$ cat src/design/setq_pkg.sv
// Types, codes and field layout shared by the sorted event timer queue.
`timescale 1ns / 1ps
package setq_pkg;

   localparam int QUEUE_DEPTH = 16;
   localparam int TIME_BITS   = 48;
   localparam int DEV_BITS    = 6;
   localparam int TAG_BITS    = 16;
   localparam int COUNT_BITS  = $clog2(QUEUE_DEPTH + 1);

   localparam int OP_BITS   = 3;
   localparam int KIND_BITS = 2;
   localparam int ERR_BITS  = 2;

   localparam logic [OP_BITS-1:0] OP_INSERT     = 3'd0;
   localparam logic [OP_BITS-1:0] OP_REMOVE_ONE = 3'd1;
   localparam logic [OP_BITS-1:0] OP_REMOVE_ALL = 3'd2;
   localparam logic [OP_BITS-1:0] OP_PENDING    = 3'd3;
   localparam logic [OP_BITS-1:0] OP_LIST       = 3'd4;
   localparam logic [OP_BITS-1:0] OP_RUN        = 3'd5;

   localparam logic [KIND_BITS-1:0] KIND_FIRED  = 2'd0;
   localparam logic [KIND_BITS-1:0] KIND_LISTED = 2'd1;
   localparam logic [KIND_BITS-1:0] KIND_STATUS = 2'd2;

   localparam logic [ERR_BITS-1:0] ERR_OK   = 2'd0;
   localparam logic [ERR_BITS-1:0] ERR_FULL = 2'd1;
   localparam logic [ERR_BITS-1:0] ERR_LATE = 2'd2;

   localparam logic [2:0] CMD_HOLD   = 3'd0;
   localparam logic [2:0] CMD_INSERT = 3'd1;
   localparam logic [2:0] CMD_REMOVE = 3'd2;
   localparam logic [2:0] CMD_SHIFT  = 3'd3;
   localparam logic [2:0] CMD_ROTATE = 3'd4;

   // Request beat: time, device, tag from bit 0 up, padded to whole bytes.
   localparam int REQ_FIELD_BITS = TIME_BITS + DEV_BITS + TAG_BITS;
   localparam int REQ_DATA_BITS  = ((REQ_FIELD_BITS + 7) / 8) * 8;

   // Response beat: time, device, tag, found, error, next time, empty.
   localparam int RSP_TIME_LSB  = 0;
   localparam int RSP_DEV_LSB   = RSP_TIME_LSB + TIME_BITS;
   localparam int RSP_TAG_LSB   = RSP_DEV_LSB + DEV_BITS;
   localparam int RSP_FOUND_LSB = RSP_TAG_LSB + TAG_BITS;
   localparam int RSP_ERR_LSB   = RSP_FOUND_LSB + 1;
   localparam int RSP_NEXT_LSB  = RSP_ERR_LSB + ERR_BITS;
   localparam int RSP_EMPTY_LSB = RSP_NEXT_LSB + TIME_BITS;
   localparam int RSP_FIELD_BITS = RSP_EMPTY_LSB + 1;
   localparam int RSP_DATA_BITS  = ((RSP_FIELD_BITS + 7) / 8) * 8;
   localparam int RSP_PAD_BITS   = RSP_DATA_BITS - RSP_FIELD_BITS;

   typedef struct packed {
      logic [TIME_BITS-1:0] time_val;
      logic [DEV_BITS-1:0]  device;
      logic [TAG_BITS-1:0]  tag;
   } entry_type;

   typedef struct packed {
      logic [2:0] cmd;
      entry_type  key;
      logic       dev_only;
   } cell_ctrl_type;

   typedef struct packed {
      logic [KIND_BITS-1:0] kind;
      entry_type            ent;
      logic                 found;
      logic [ERR_BITS-1:0]  error;
      logic [TIME_BITS-1:0] next_time;
      logic                 queue_empty;
      logic                 last;
   } rsp_type;

endpackage

$ cat src/design/setq_cell.sv
// One slot of the ordered event chain: holds an entry and moves it to or from its neighbors.
`timescale 1ns / 1ps
module setq_cell
   import setq_pkg::*;
(
   input  logic          clock,
   input  cell_ctrl_type ctrl,
   input  logic          occupied,
   input  logic          tail,
   input  logic          prev_keep,
   input  logic          prev_hit,
   input  entry_type     prev_entry,
   input  entry_type     next_entry,
   input  entry_type     head_entry,
   output entry_type     entry,
   output logic          keep,
   output logic          hit
);

   entry_type entry_ff, entry_in;
   logic      match;

   assign match = occupied && (entry_ff.device == ctrl.key.device)
                  && (ctrl.dev_only || (entry_ff.tag == ctrl.key.tag));
   assign keep  = occupied && (entry_ff.time_val <= ctrl.key.time_val);
   assign hit   = prev_hit || match;
   assign entry = entry_ff;

   always_comb begin
      entry_in = entry_ff;
      unique case (ctrl.cmd)
         CMD_HOLD: begin
            entry_in = entry_ff;
         end
         CMD_INSERT: begin
            if (!keep) begin
               entry_in = prev_keep ? ctrl.key : prev_entry;
            end
         end
         CMD_REMOVE: begin
            if (hit) begin
               entry_in = next_entry;
            end
         end
         CMD_SHIFT: begin
            entry_in = next_entry;
         end
         CMD_ROTATE: begin
            entry_in = tail ? head_entry : next_entry;
         end
         default: begin
            entry_in = entry_ff;
         end
      endcase
   end

   always_ff @(posedge clock) begin
      entry_ff <= entry_in;
   end

endmodule

$ cat config.mk
export PLATFORM = sky130hd
export DESIGN_NAME = setq_cell
export DESIGN_NICKNAME = d
export VERILOG_FILES = /design/src/design/setq_pkg.sv /design/src/design/setq_cell.sv
export SDC_FILE = /design/constraint.sdc
export NUM_CORES = 1
export LEC_CHECK = 0
export BUFFER_PORTS_ARGS = -buffer_cell sky130_fd_sc_hd__buf_2
export CORE_AREA = 2 2 140 142
export CTS_CLUSTER_SIZE = 14
export DETAILED_ROUTE_END_ITERATION = 6
export DIE_AREA = 0 0 142 144
export GPL_TIMING_DRIVEN = 0
export PLACE_DENSITY = 0.67
export SLEW_MARGIN = 0
export SYNTH_ARGS = -nofsm -noshare
export SYNTH_HDL_FRONTEND = slang
export SYNTH_SLANG_ARGS = --single-unit
$ cat constraint.sdc
create_clock -name clock -period 12.9 [get_ports clock]
set_input_delay 1.29 -clock clock [delete_from_list [all_inputs] [get_ports clock]]
set_output_delay 1.29 -clock clock [all_outputs]
set_load 0.005 [all_outputs]
==> results of run 1 <==
## cell families (layout without fill, tap and decap cells)
| group | Yosys count | after routing | share of synthesized area [%] |
|---|---|---|---|
| xor+xnor | 23 | 23 | 3.695 |
| simple gates | 123 | 123 | 10.28 |
| mux | 70 | 70 | 12.85 |
| compound gates | 117 | 117 | 18.02 |
| buf+inv | 81 | 458 | 5.577 |
| flops | 70 | 70 | 38.56 |
| fa+ha+maj | 48 | 48 | 11.02 |
## power groups by stage
stage	logic, mW	registers (mW)	clock network [mW]
6_report	0.235	0.305	0.269
5_1_grt	0.261	0.308	0.285
4_1_cts	0.237	0.305	0.275
3_5_place_dp	0.236	0.309	0
3_3_place_gp	0.228	0.311	0
2_1_floorplan	0.115	0.311	0
## cells in the mapped netlist
library cell,instances,area [um^2]
nand4_2,2,25.02
nor3_1,4,20.02
nand3_1,2,10.01
o21ai_0,9,45.04
a21oi_1,25,125.1
nand2b_1,1,6.260
nor2_1,76,285.3
a31oi_2,1,12.51
o211ai_1,2,15.01
xnor2_1,7,61.31
nor3b_2,1,12.51
a41oi_1,1,8.760
and3_1,1,6.260
nand4_1,11,68.82
o31a_1,1,8.760
clkbuf_1,28,105.1
mux2i_1,70,700.7
or2_1,1,6.260
o41ai_1,1,8.760
a21oi_2,1,8.760
nor4_1,5,31.28
a221o_1,70,700.7
edfxtp_1,70,2102
o21ai_1,2,10.01
inv_1,51,191.4
nand2_1,15,56.30
buf_1,2,7.510
a211oi_2,1,12.51
or4_4,1,11.26
nor2b_1,1,6.260
ha_1,48,600.6
xor2_1,16,140.1
or4_1,2,15.01
a22oi_1,2,15.01
a2111o_1,1,11.26
## worst max-delay path, cell delays in order
cell	delay [ps]
buf_2	120
inv_1	50
ha_1	310
nand4_2	170
or4_1	600
nor3_1	380
a21oi_1	150
a211oi_2	370
buf_2	180
## metal layers
layer | vias up | GRT usage (%)
li1 | 2784 | -
met2 | 245 | 33.77
met4 | 0 | 5.895
met5 | - | 0
met3 | 22 | 2.947
met1 | 2705 | 23.32
## final cells by class
class | count | area share (%)
buffer | 30 | 1.424
clock buffer | 9 | 2.848
clock inverter | 7 | 1.123
inverter | 51 | 2.421
multi-input combinational | 381 | 38.61
sequential | 70 | 26.58
tap | 238 | 3.766
timing repair buffer | 361 | 23.23
## metrics by stage
step           instances  total power, mW  hold slack [ps]  instance area (um^2)
2_1_floorplan        532           0.4264             1504                  5451
6_report            1147           0.8088             1251                  7908
4_1_cts             1147           0.8177             1234                  7908
3_5_place_dp        1131           0.5455             1407                  7594
3_3_place_gp        1129           0.5388             1589                  7546
5_1_grt             1147           0.8531             1243                  7908
## worst max-delay path by stage
stage / depth (start not counted) / from / slack (ps) / to
4_1_cts: 9 / ctrl[36] / 7880 / keep
6_report: 9 / ctrl[36] / 7980 / keep
3_5_place_dp: 9 / ctrl[36] / 7880 / keep
3_3_place_gp: 9 / ctrl[70] / 6300 / entry[55]
5_1_grt: 9 / ctrl[36] / 7810 / keep
2_1_floorplan: 8 / ctrl[69] / 7600 / entry[0]
## cells in the final DEF, fill, tap and decap left out, types with 2 or more instances in the layout
cell / n
nor3_1: 4
a221o_1: 70
buf_12: 2
nand2_1: 15
buf_2: 359
xnor2_1: 7
clkbuf_1: 28
nor4_1: 5
or4_1: 2
bufinv_16: 2
clkinv_1: 2
o21ai_1: 2
nand4_1: 11
ha_1: 48
xor2_1: 16
inv_1: 51
nor2_1: 76
a21oi_1: 25
edfxtp_1: 70
nand4_2: 2
nand3_1: 2
clkbuf_16: 9
mux2i_1: 70
buf_1: 2
o211ai_1: 2
o21ai_0: 9
a22oi_1: 2
==> impl_summary.log, run 1 <==
INFO  metric sequentialPowerShare = 37.7%
INFO  metric final_antenna_net_count = 0
INFO  metric critical_path.startpoint_type = input port
INFO  metric wl_met3 = 1200 um
INFO  metric vdd_ir_drop_max = 0.00005399 V
INFO  metric h-tree-depth = 3
INFO  metric power_switching_share = 29.49%
INFO  metric mean_number_of_vias_per_cell = 5.018
INFO  metric crit_required = 11610 ps
INFO  metric clk-insertion-delay-late = 340 ps
INFO  metric timing.final.ws_setup = 7976 ps
INFO  metric post_cts_setup_buffer_count = 0
INFO  metric first_global_vias = 5611
INFO  metric fp.coreArea = 19080 um^2
INFO  metric worst_hold_path.endpoint = entry[64]
INFO  metric ctsRootBufferMaster = clkbuf_16
INFO  metric synth.ff_latch_count = 70
INFO  metric drt-met1-wl = 8403 um
INFO  metric dieArea = 20450 um^2
INFO  metric finalCriticalPeriod = 4924 ps
INFO  metric power.static_leakage = 3.980 nW
INFO  metric power_switching = 238.6 uW
INFO  metric min_period_over_period = 38.17%
INFO  metric rows = 51
INFO  metric wire_length_of_the_first_global_routing_pass = 29420 um
INFO  metric antenna_cells = 0
INFO  metric place_ws = 7883 ps
INFO  metric met2WireLength = 10520 um
INFO  metric internal_power = 570.3 uW
INFO  metric layout-area-overhead-vs-synth = 45.05%
INFO  metric hold_depth = 2
INFO  metric run_status = finished, final reports clean
INFO  metric power_frac_comb = 29.1%
INFO  metric cts_tree = yes
INFO  metric place.gp.congestion = 0.8514
INFO  metric layout-drive-gt1-share = 42.02%
INFO  metric maxSlewHeadroom = 31.89%
INFO  metric achievable-frequency = 203.1 MHz
INFO  metric io_pins = 361
INFO  metric maxCapViolCount = 0
INFO  metric drt_iter0_drc = 306
INFO  metric dr_total_vias = 5756
INFO  metric share_clk_of_total_power = 33.3%
INFO  metric hp-class = in -> reg
INFO  metric drt_wl_total = 20470 um
INFO  metric synth_nets = 869
INFO  metric multi_input_area = 3053 um^2
INFO  metric highest_layer = met4
INFO  metric fill_cells = 1887
INFO  metric setup_tns = 0 ps
INFO  metric yosys_warnings = 0
INFO  metric place.detailed.hpwl = 16980 um
INFO  metric grt_max_degree = 29
INFO  metric cts_made_buffers = 9
INFO  metric ff_latch_area = 2102 um^2
INFO  metric r2r-start = entry[69]
INFO  metric mappedNetlistArea = 5451 um^2
INFO  metric timing_worst_setup_path_type = in -> out
INFO  metric chipHeight = 144 um
INFO  metric die-width = 142 um
INFO  metric worst_ep_arrival_time = 3630 ps
INFO  metric largest_register_ffs = 70
INFO  metric path_max_fanout = 5
INFO  metric initial_utilization = 28.57%
INFO  metric final_util = 41.45%
INFO  metric setup_slack_of_the_most_critical_reg_to_reg_path = 9600 ps
INFO  metric timing.critical_path.to_type = output port
INFO  metric number_of_buffers_added_to_fix_hold_violations_after_cts = 0
INFO  metric report.final.hold_viol_count = 0
INFO  metric syn_area_per_cell = 10.25 um^2
INFO  metric overflow = 0
INFO  metric worst_setup_hold_path_clk_slew = 70 ps
INFO  metric numPortBuffers = 359
INFO  metric power.density = 102.3 nW/um^2
INFO  metric setup_violations_final = 0
INFO  metric numClockSinks = 70
INFO  metric number_of_antenna_violations_at_the_first_check_in_global_routing = 0
INFO  metric worst_slew_pin_slew = 1015 ps
INFO  metric final_routed_wire_length_divided_by_cell_count = 17.84 um
INFO  metric rr_endpoint = entry[67]
INFO  metric rsz0062_at_grt = no
INFO  metric post-route-drc-count = 0
INFO  metric rr_worst_depth = 8
INFO  metric cts-root-to-sink-buffers = 2
INFO  metric setup_skew_after_layout = 14.33 ps
INFO  metric grt_util_all_layers = 18.86%
INFO  metric drt_first_pass_iters = 5
INFO  metric slew_viol_final = 0
INFO  metric seq_area_frac_synth = 38.56%
INFO  metric post_synth_num_cell_types = 35
INFO  metric min-delay-start = head_entry[64]
INFO  metric cts_resized = 0
INFO  metric post_synth_inst_count = 532
INFO  metric finalNetCount = 1241
Note: power is estimated with default switching activity, not from simulation.
==> run 2, diff against run 1 <==
CORE_AREA = 2 2 142 144   (was 2 2 140 142)
DIE_AREA = 0 0 144 146   (was 0 0 142 144)
PLACE_DENSITY = 0.65   (was 0.67)
clock period = 5.05 ns   (was 12.9 ns; I/O delays follow)
==> impl_summary.log, run 2 (same netlist as run 1, synthesis figures left out) <==
INFO  metric cts_tree = yes
INFO  metric numPortBuffers = 359
INFO  metric min_period_over_period = 68.60%
INFO  metric post_cts_setup_buffer_count = 0
INFO  metric final_antenna_net_count = 0
INFO  metric worst_ep_arrival_time = 2960 ps
INFO  metric dieArea = 21020 um^2
INFO  metric fill_cells = 1992
INFO  metric rr_worst_depth = 8
INFO  metric rr_endpoint = entry[50]
INFO  metric post-route-drc-count = 0
INFO  metric place.detailed.instances = 1158
INFO  metric place.gp.congestion = 0.9475
INFO  metric run_status = finished, final reports clean
INFO  metric rsz0062_at_grt = no
INFO  metric drt_iter0_drc = 260
INFO  metric r2r-start = entry[65]
INFO  metric final_routed_wire_length_divided_by_cell_count = 17.80 um
INFO  metric power.static_leakage = 3.980 nW
INFO  metric achievable-frequency = 288.7 MHz
INFO  metric ctsRootBufferMaster = clkbuf_16
INFO  metric rows = 51
INFO  metric antenna_cells = 0
INFO  metric maxCapViolCount = 0
INFO  metric power.density = 259.7 nW/um^2
INFO  metric worst_hold_path.endpoint = entry[61]
INFO  metric place_ws = 1484 ps
INFO  metric final_cell_count_no_fill = 1174
INFO  metric worst_slack_on_hold_paths = 464.4 ps
INFO  metric hold_depth = 2
INFO  metric number_of_antenna_violations_at_the_first_check_in_global_routing = 0
INFO  metric layout-area-overhead-vs-synth = 45.67%
INFO  metric layout_commonest_cell = buf_2
INFO  metric setup_violations_final = 0
INFO  metric largest_register_ffs = 70
INFO  metric io_pins = 361
INFO  metric setup_slack_of_the_most_critical_reg_to_reg_path = 1800 ps
INFO  metric mean_number_of_vias_per_cell = 4.872
INFO  metric placement.cell_area = 7627 um^2
INFO  metric maxSlewHeadroom = 37.82%
INFO  metric path_max_fanout = 5
INFO  metric fp.coreArea = 19330 um^2
INFO  metric place.detailed.hpwl = 17300 um
INFO  metric worst_setup_hold_path_clk_slew = 60 ps
INFO  metric timing.final.ws_setup = 1586 ps
INFO  metric grt_util_all_layers = 18.98%
INFO  metric setup_skew_after_layout = 11.75 ps
INFO  metric initial_utilization = 28.20%
INFO  metric finalNetCount = 1241
INFO  metric cts_made_buffers = 9
INFO  metric mostFrequentLayoutCells = buf_2 (359), nor2_1 (76), mux2i_1 (70), a221o_1 (70), edfxtp_1 (70)
INFO  metric first_global_vias = 5639
INFO  metric dr_total_vias = 5720
INFO  metric h-tree-depth = 3
INFO  metric grt_max_degree = 29
INFO  metric die-width = 144 um
INFO  metric chipHeight = 146 um
INFO  metric finalInstanceArea = 7941 um^2
INFO  metric cts_resized = 0
INFO  metric timing_worst_setup_path_type = reg -> out
INFO  metric slew_viol_final = 0
INFO  metric crit_required = 4550 ps
INFO  metric critical_path.startpoint_type = flop
INFO  metric worst_slew_pin_slew = 926.5 ps
INFO  metric wire_length_of_the_first_global_routing_pass = 30420 um
INFO  metric drt_wl_total = 20900 um
INFO  metric report.final.hold_viol_count = 0
INFO  metric hp-class = in -> reg
INFO  metric finalCriticalPeriod = 3464 ps
INFO  metric ff_latch_area = 2102 um^2
INFO  metric min-delay-start = head_entry[61]
INFO  metric vdd_ir_drop_max = 0.0001570 V
INFO  metric multi_input_area = 3053 um^2
INFO  metric cts-root-to-sink-buffers = 2
INFO  metric layout-drive-gt1-share = 42.02%
INFO  metric drt_first_pass_iters = 7
INFO  metric numClockSinks = 70
INFO  metric overflow = 0
INFO  metric number_of_buffers_added_to_fix_hold_violations_after_cts = 0
INFO  metric clk-insertion-delay-late = 340 ps
INFO  metric timing.critical_path.to_type = output port
-- run 2: area by class of cell --
class / count / share of cell area [%]
Buffer: 30 / 1.418
Multi-Input combinational cell: 381 / 38.44
Inverter: 51 / 2.411
Clock buffer: 9 / 2.836
Timing Repair Buffer: 361 / 23.13
Clock inverter: 7 / 1.119
Tap cell: 265 / 4.175
Sequential cell: 70 / 26.47
-- run 2: worst max path at each step --
stage,startpoint,to,slack [ps],cells after the start
final,entry[37],keep,1590,7
after global placement,ctrl[70],entry[5],-860,9
after global routing,entry[37],keep,1430,7
after detailed placement,ctrl[36],entry[61],1480,10
after floorplan,ctrl[69],entry[0],530,8
after CTS,entry[37],keep,1460,7
-- run 2: worst max-delay path, cell delays in order (launching register included) --
cell and delay [ps]:
edfxtp_1 400, ha_1 340, nand4_2 170, or4_1 620
nor3_1 350, a21oi_1 150, a211oi_2 390, buf_2 190
-- run 2: report_power, final --
part           switching, mW  leakage (nW)  internal [mW]
Clock                  0.254         0.150          0.429
Sequential            0.0413         0.680          0.737
Combinational          0.310          3.15          0.291
-- run 2: layer usage --
metal  global-route usage [%]  wire length (um)  vias to the layer above
met4                    6.275               383                        0
met5                        0                 0                        -
li1                         -                 -                     2787
met1                    23.02              8731                     2662
met2                    34.21             10560                      245
met3                    2.567              1218                       26
-- run 2: metrics by stage --
stage          util [%]  power, mW  setup TNS [ps]
6_report          41.07      2.062               0
3_3_place_gp      39.20      1.382          -59700
3_5_place_dp      39.45      1.395               0
4_1_cts           41.07      2.086               0
2_1_floorplan         -      1.089               0
5_1_grt           41.07      2.181               0
==> run 3, diff against run 2 <==
CORE_AREA = 2 2 141 143   (was 2 2 142 144)
DIE_AREA = 0 0 143 145   (was 0 0 144 146)
PLACE_DENSITY = 0.68   (was 0.65)
clock period = 3.12 ns   (was 5.05 ns; I/O delays follow)
==> impl_summary.log, run 3 (same netlist as run 1, synthesis figures left out) <==
INFO  metric overflow = 0
INFO  metric grt_max_degree = 29
INFO  metric final_util = 41.74%
INFO  metric share_clk_of_total_power = 31.4%
INFO  metric largest_register_ffs = 70
INFO  metric layout-area-overhead-vs-synth = 47.05%
INFO  metric place.detailed.instances = 1158
INFO  metric ff_latch_area = 2102 um^2
INFO  metric layout_commonest_cell = buf_2
INFO  metric placement.cell_area = 7669 um^2
INFO  metric timing_worst_setup_path_type = reg -> out
INFO  metric min_period_over_period = 95.54%
INFO  metric timing.critical_path.to_type = output port
INFO  metric vdd_ir_drop_max = 0.0002305 V
INFO  metric numClockSinks = 70
INFO  metric drt_first_pass_iters = 5
INFO  metric finalNetCount = 1245
INFO  metric place.gp.congestion = 0.8343
INFO  metric die-width = 143 um
INFO  metric multi_input_area = 3109 um^2
INFO  metric run_status = finished, final reports clean
INFO  metric critical_path.startpoint_type = flop
INFO  metric drt_wl_total = 20910 um
INFO  metric fp.coreArea = 19210 um^2
INFO  metric initial_utilization = 28.38%
INFO  metric mostFrequentLayoutCells = buf_2 (359), nor2_1 (76), mux2i_1 (70), a221o_1 (70), edfxtp_1 (70)
INFO  metric setup.worst_path.start = entry[37]
INFO  metric power_switching = 993.2 uW
INFO  metric first_global_vias = 5806
INFO  metric number_of_buffers_added_to_fix_hold_violations_after_cts = 0
INFO  metric power_switching_share = 30.22%
INFO  metric rows = 51
INFO  metric power.static_leakage = 4.006 nW
INFO  metric power_frac_comb = 30.2%
INFO  metric power.density = 409.9 nW/um^2
INFO  metric report.final.hold_viol_count = 0
INFO  metric finalCriticalPeriod = 2981 ps
INFO  metric final_cell_count_no_fill = 1178
INFO  metric setup_violations_final = 0
INFO  metric h-tree-depth = 3
INFO  metric hp-class = in -> reg
INFO  metric chipHeight = 145 um
INFO  metric cts-root-to-sink-buffers = 2
INFO  metric worst_ep_arrival_time = 2670 ps
INFO  metric io_pins = 361
INFO  metric worst_setup_hold_path_clk_slew = 70 ps
INFO  metric mean_number_of_vias_per_cell = 4.851
INFO  metric layout-drive-gt1-share = 42.94%
INFO  metric internal_power = 2.293 mW
INFO  metric fill_cells = 1920
INFO  metric post-route-drc-count = 0
INFO  metric dr_total_vias = 5714
INFO  metric worst_slew_pin_slew = 888.1 ps
INFO  metric final_antenna_net_count = 0
INFO  metric sequentialPowerShare = 38.5%
INFO  metric final_routed_wire_length_divided_by_cell_count = 17.75 um
INFO  metric slew_viol_final = 0
INFO  metric crit_required = 2810 ps
INFO  metric min-delay-start = next_entry[8]
INFO  metric r2r-start = entry[51]
INFO  metric number_of_antenna_violations_at_the_first_check_in_global_routing = 0
INFO  metric drt_iter0_drc = 343
INFO  metric rsz0062_at_grt = no
INFO  metric finalInstanceArea = 8016 um^2
INFO  metric setup_skew_after_layout = 12.93 ps
INFO  metric ctsRootBufferMaster = clkbuf_16
INFO  metric path_max_fanout = 5
INFO  metric maxCapViolCount = 0
INFO  metric place.detailed.hpwl = 17280 um
INFO  metric wire_length_of_the_first_global_routing_pass = 30940 um
INFO  metric achievable-frequency = 335.5 MHz
INFO  metric numPortBuffers = 359
INFO  metric dieArea = 20740 um^2
INFO  metric maxSlewHeadroom = 40.39%
INFO  metric antenna_cells = 0
INFO  metric clk-insertion-delay-late = 340 ps
INFO  metric cts_tree = yes
INFO  metric cts_made_buffers = 9
INFO  metric grt_util_all_layers = 19.50%
[run 3: area by class of cell]
cell class | instances | area share (%)
plain buffers | 30 | 1.405
clock buffers | 9 | 2.809
repair buffers | 365 | 23.44
inverters | 51 | 2.388
clock inverters | 7 | 0.8116
flip-flops and latches | 70 | 26.22
well taps | 265 | 4.136
multi-input cells | 381 | 38.79
[run 3: final timing paths]
kind,slack (ps),cells after the start,to
worst max register to register,150,10,entry[13]
worst min register to register,1460,6,entry[4]
worst max-delay path,140,7,keep
worst min-delay path,270,2,entry[8]
[run 3: per-layer routing]
| metal | vias up | share of wire, % | track usage, % |
|---|---|---|---|
| met5 | - | 0 | 0 |
| met4 | 0 | 2.5 | 7.129 |
| met3 | 39 | 5.8 | 2.871 |
| met2 | 253 | 50 | 34.00 |
| met1 | 2629 | 41 | 24.19 |
| li1 | 2793 | - | - |
[run 3: through the flow]
step / power (mW) / setup slack (ps) / hold WS [ps] / TNS (ps)
after global routing: 3.483 / 8.564 / 257.3 / 0
final: 3.286 / 139.2 / 267.4 / 0
after detailed placement: 2.264 / -300.4 / 614.6 / -16430
after CTS: 3.331 / 14.69 / 248.7 / 0
after floorplan: 1.769 / -364.1 / 526.2 / -25480
after global placement: 2.233 / -1250 / 612.4 / -86950
[run 3: worst max-delay path, stage by stage (launching register included)]
cell and delay, ps:
edfxtp_1 410, ha_1 350, nand4_2 170, or4_4 610
nor3_4 260, a21oi_1 120, a211oi_2 220, buf_2 180
[run 3: power by group through the flow]
stage | registers [mW] | logic [mW] | clock network [mW]
after detailed placement | 1.28 | 0.982 | 0
after global routing | 1.28 | 1.10 | 1.10
after floorplan | 1.28 | 0.485 | 0
final | 1.26 | 0.991 | 1.03
after CTS | 1.26 | 1.00 | 1.07
after global placement | 1.28 | 0.951 | 0
[run 3: repair_timing]
item / 4_1_cts / 5_1_grt
endpoints found under the setup margin: 66 / 60
pin swaps: 2 / 1
gates resized for setup: 2 / 1
setup buffers: 4 / 0
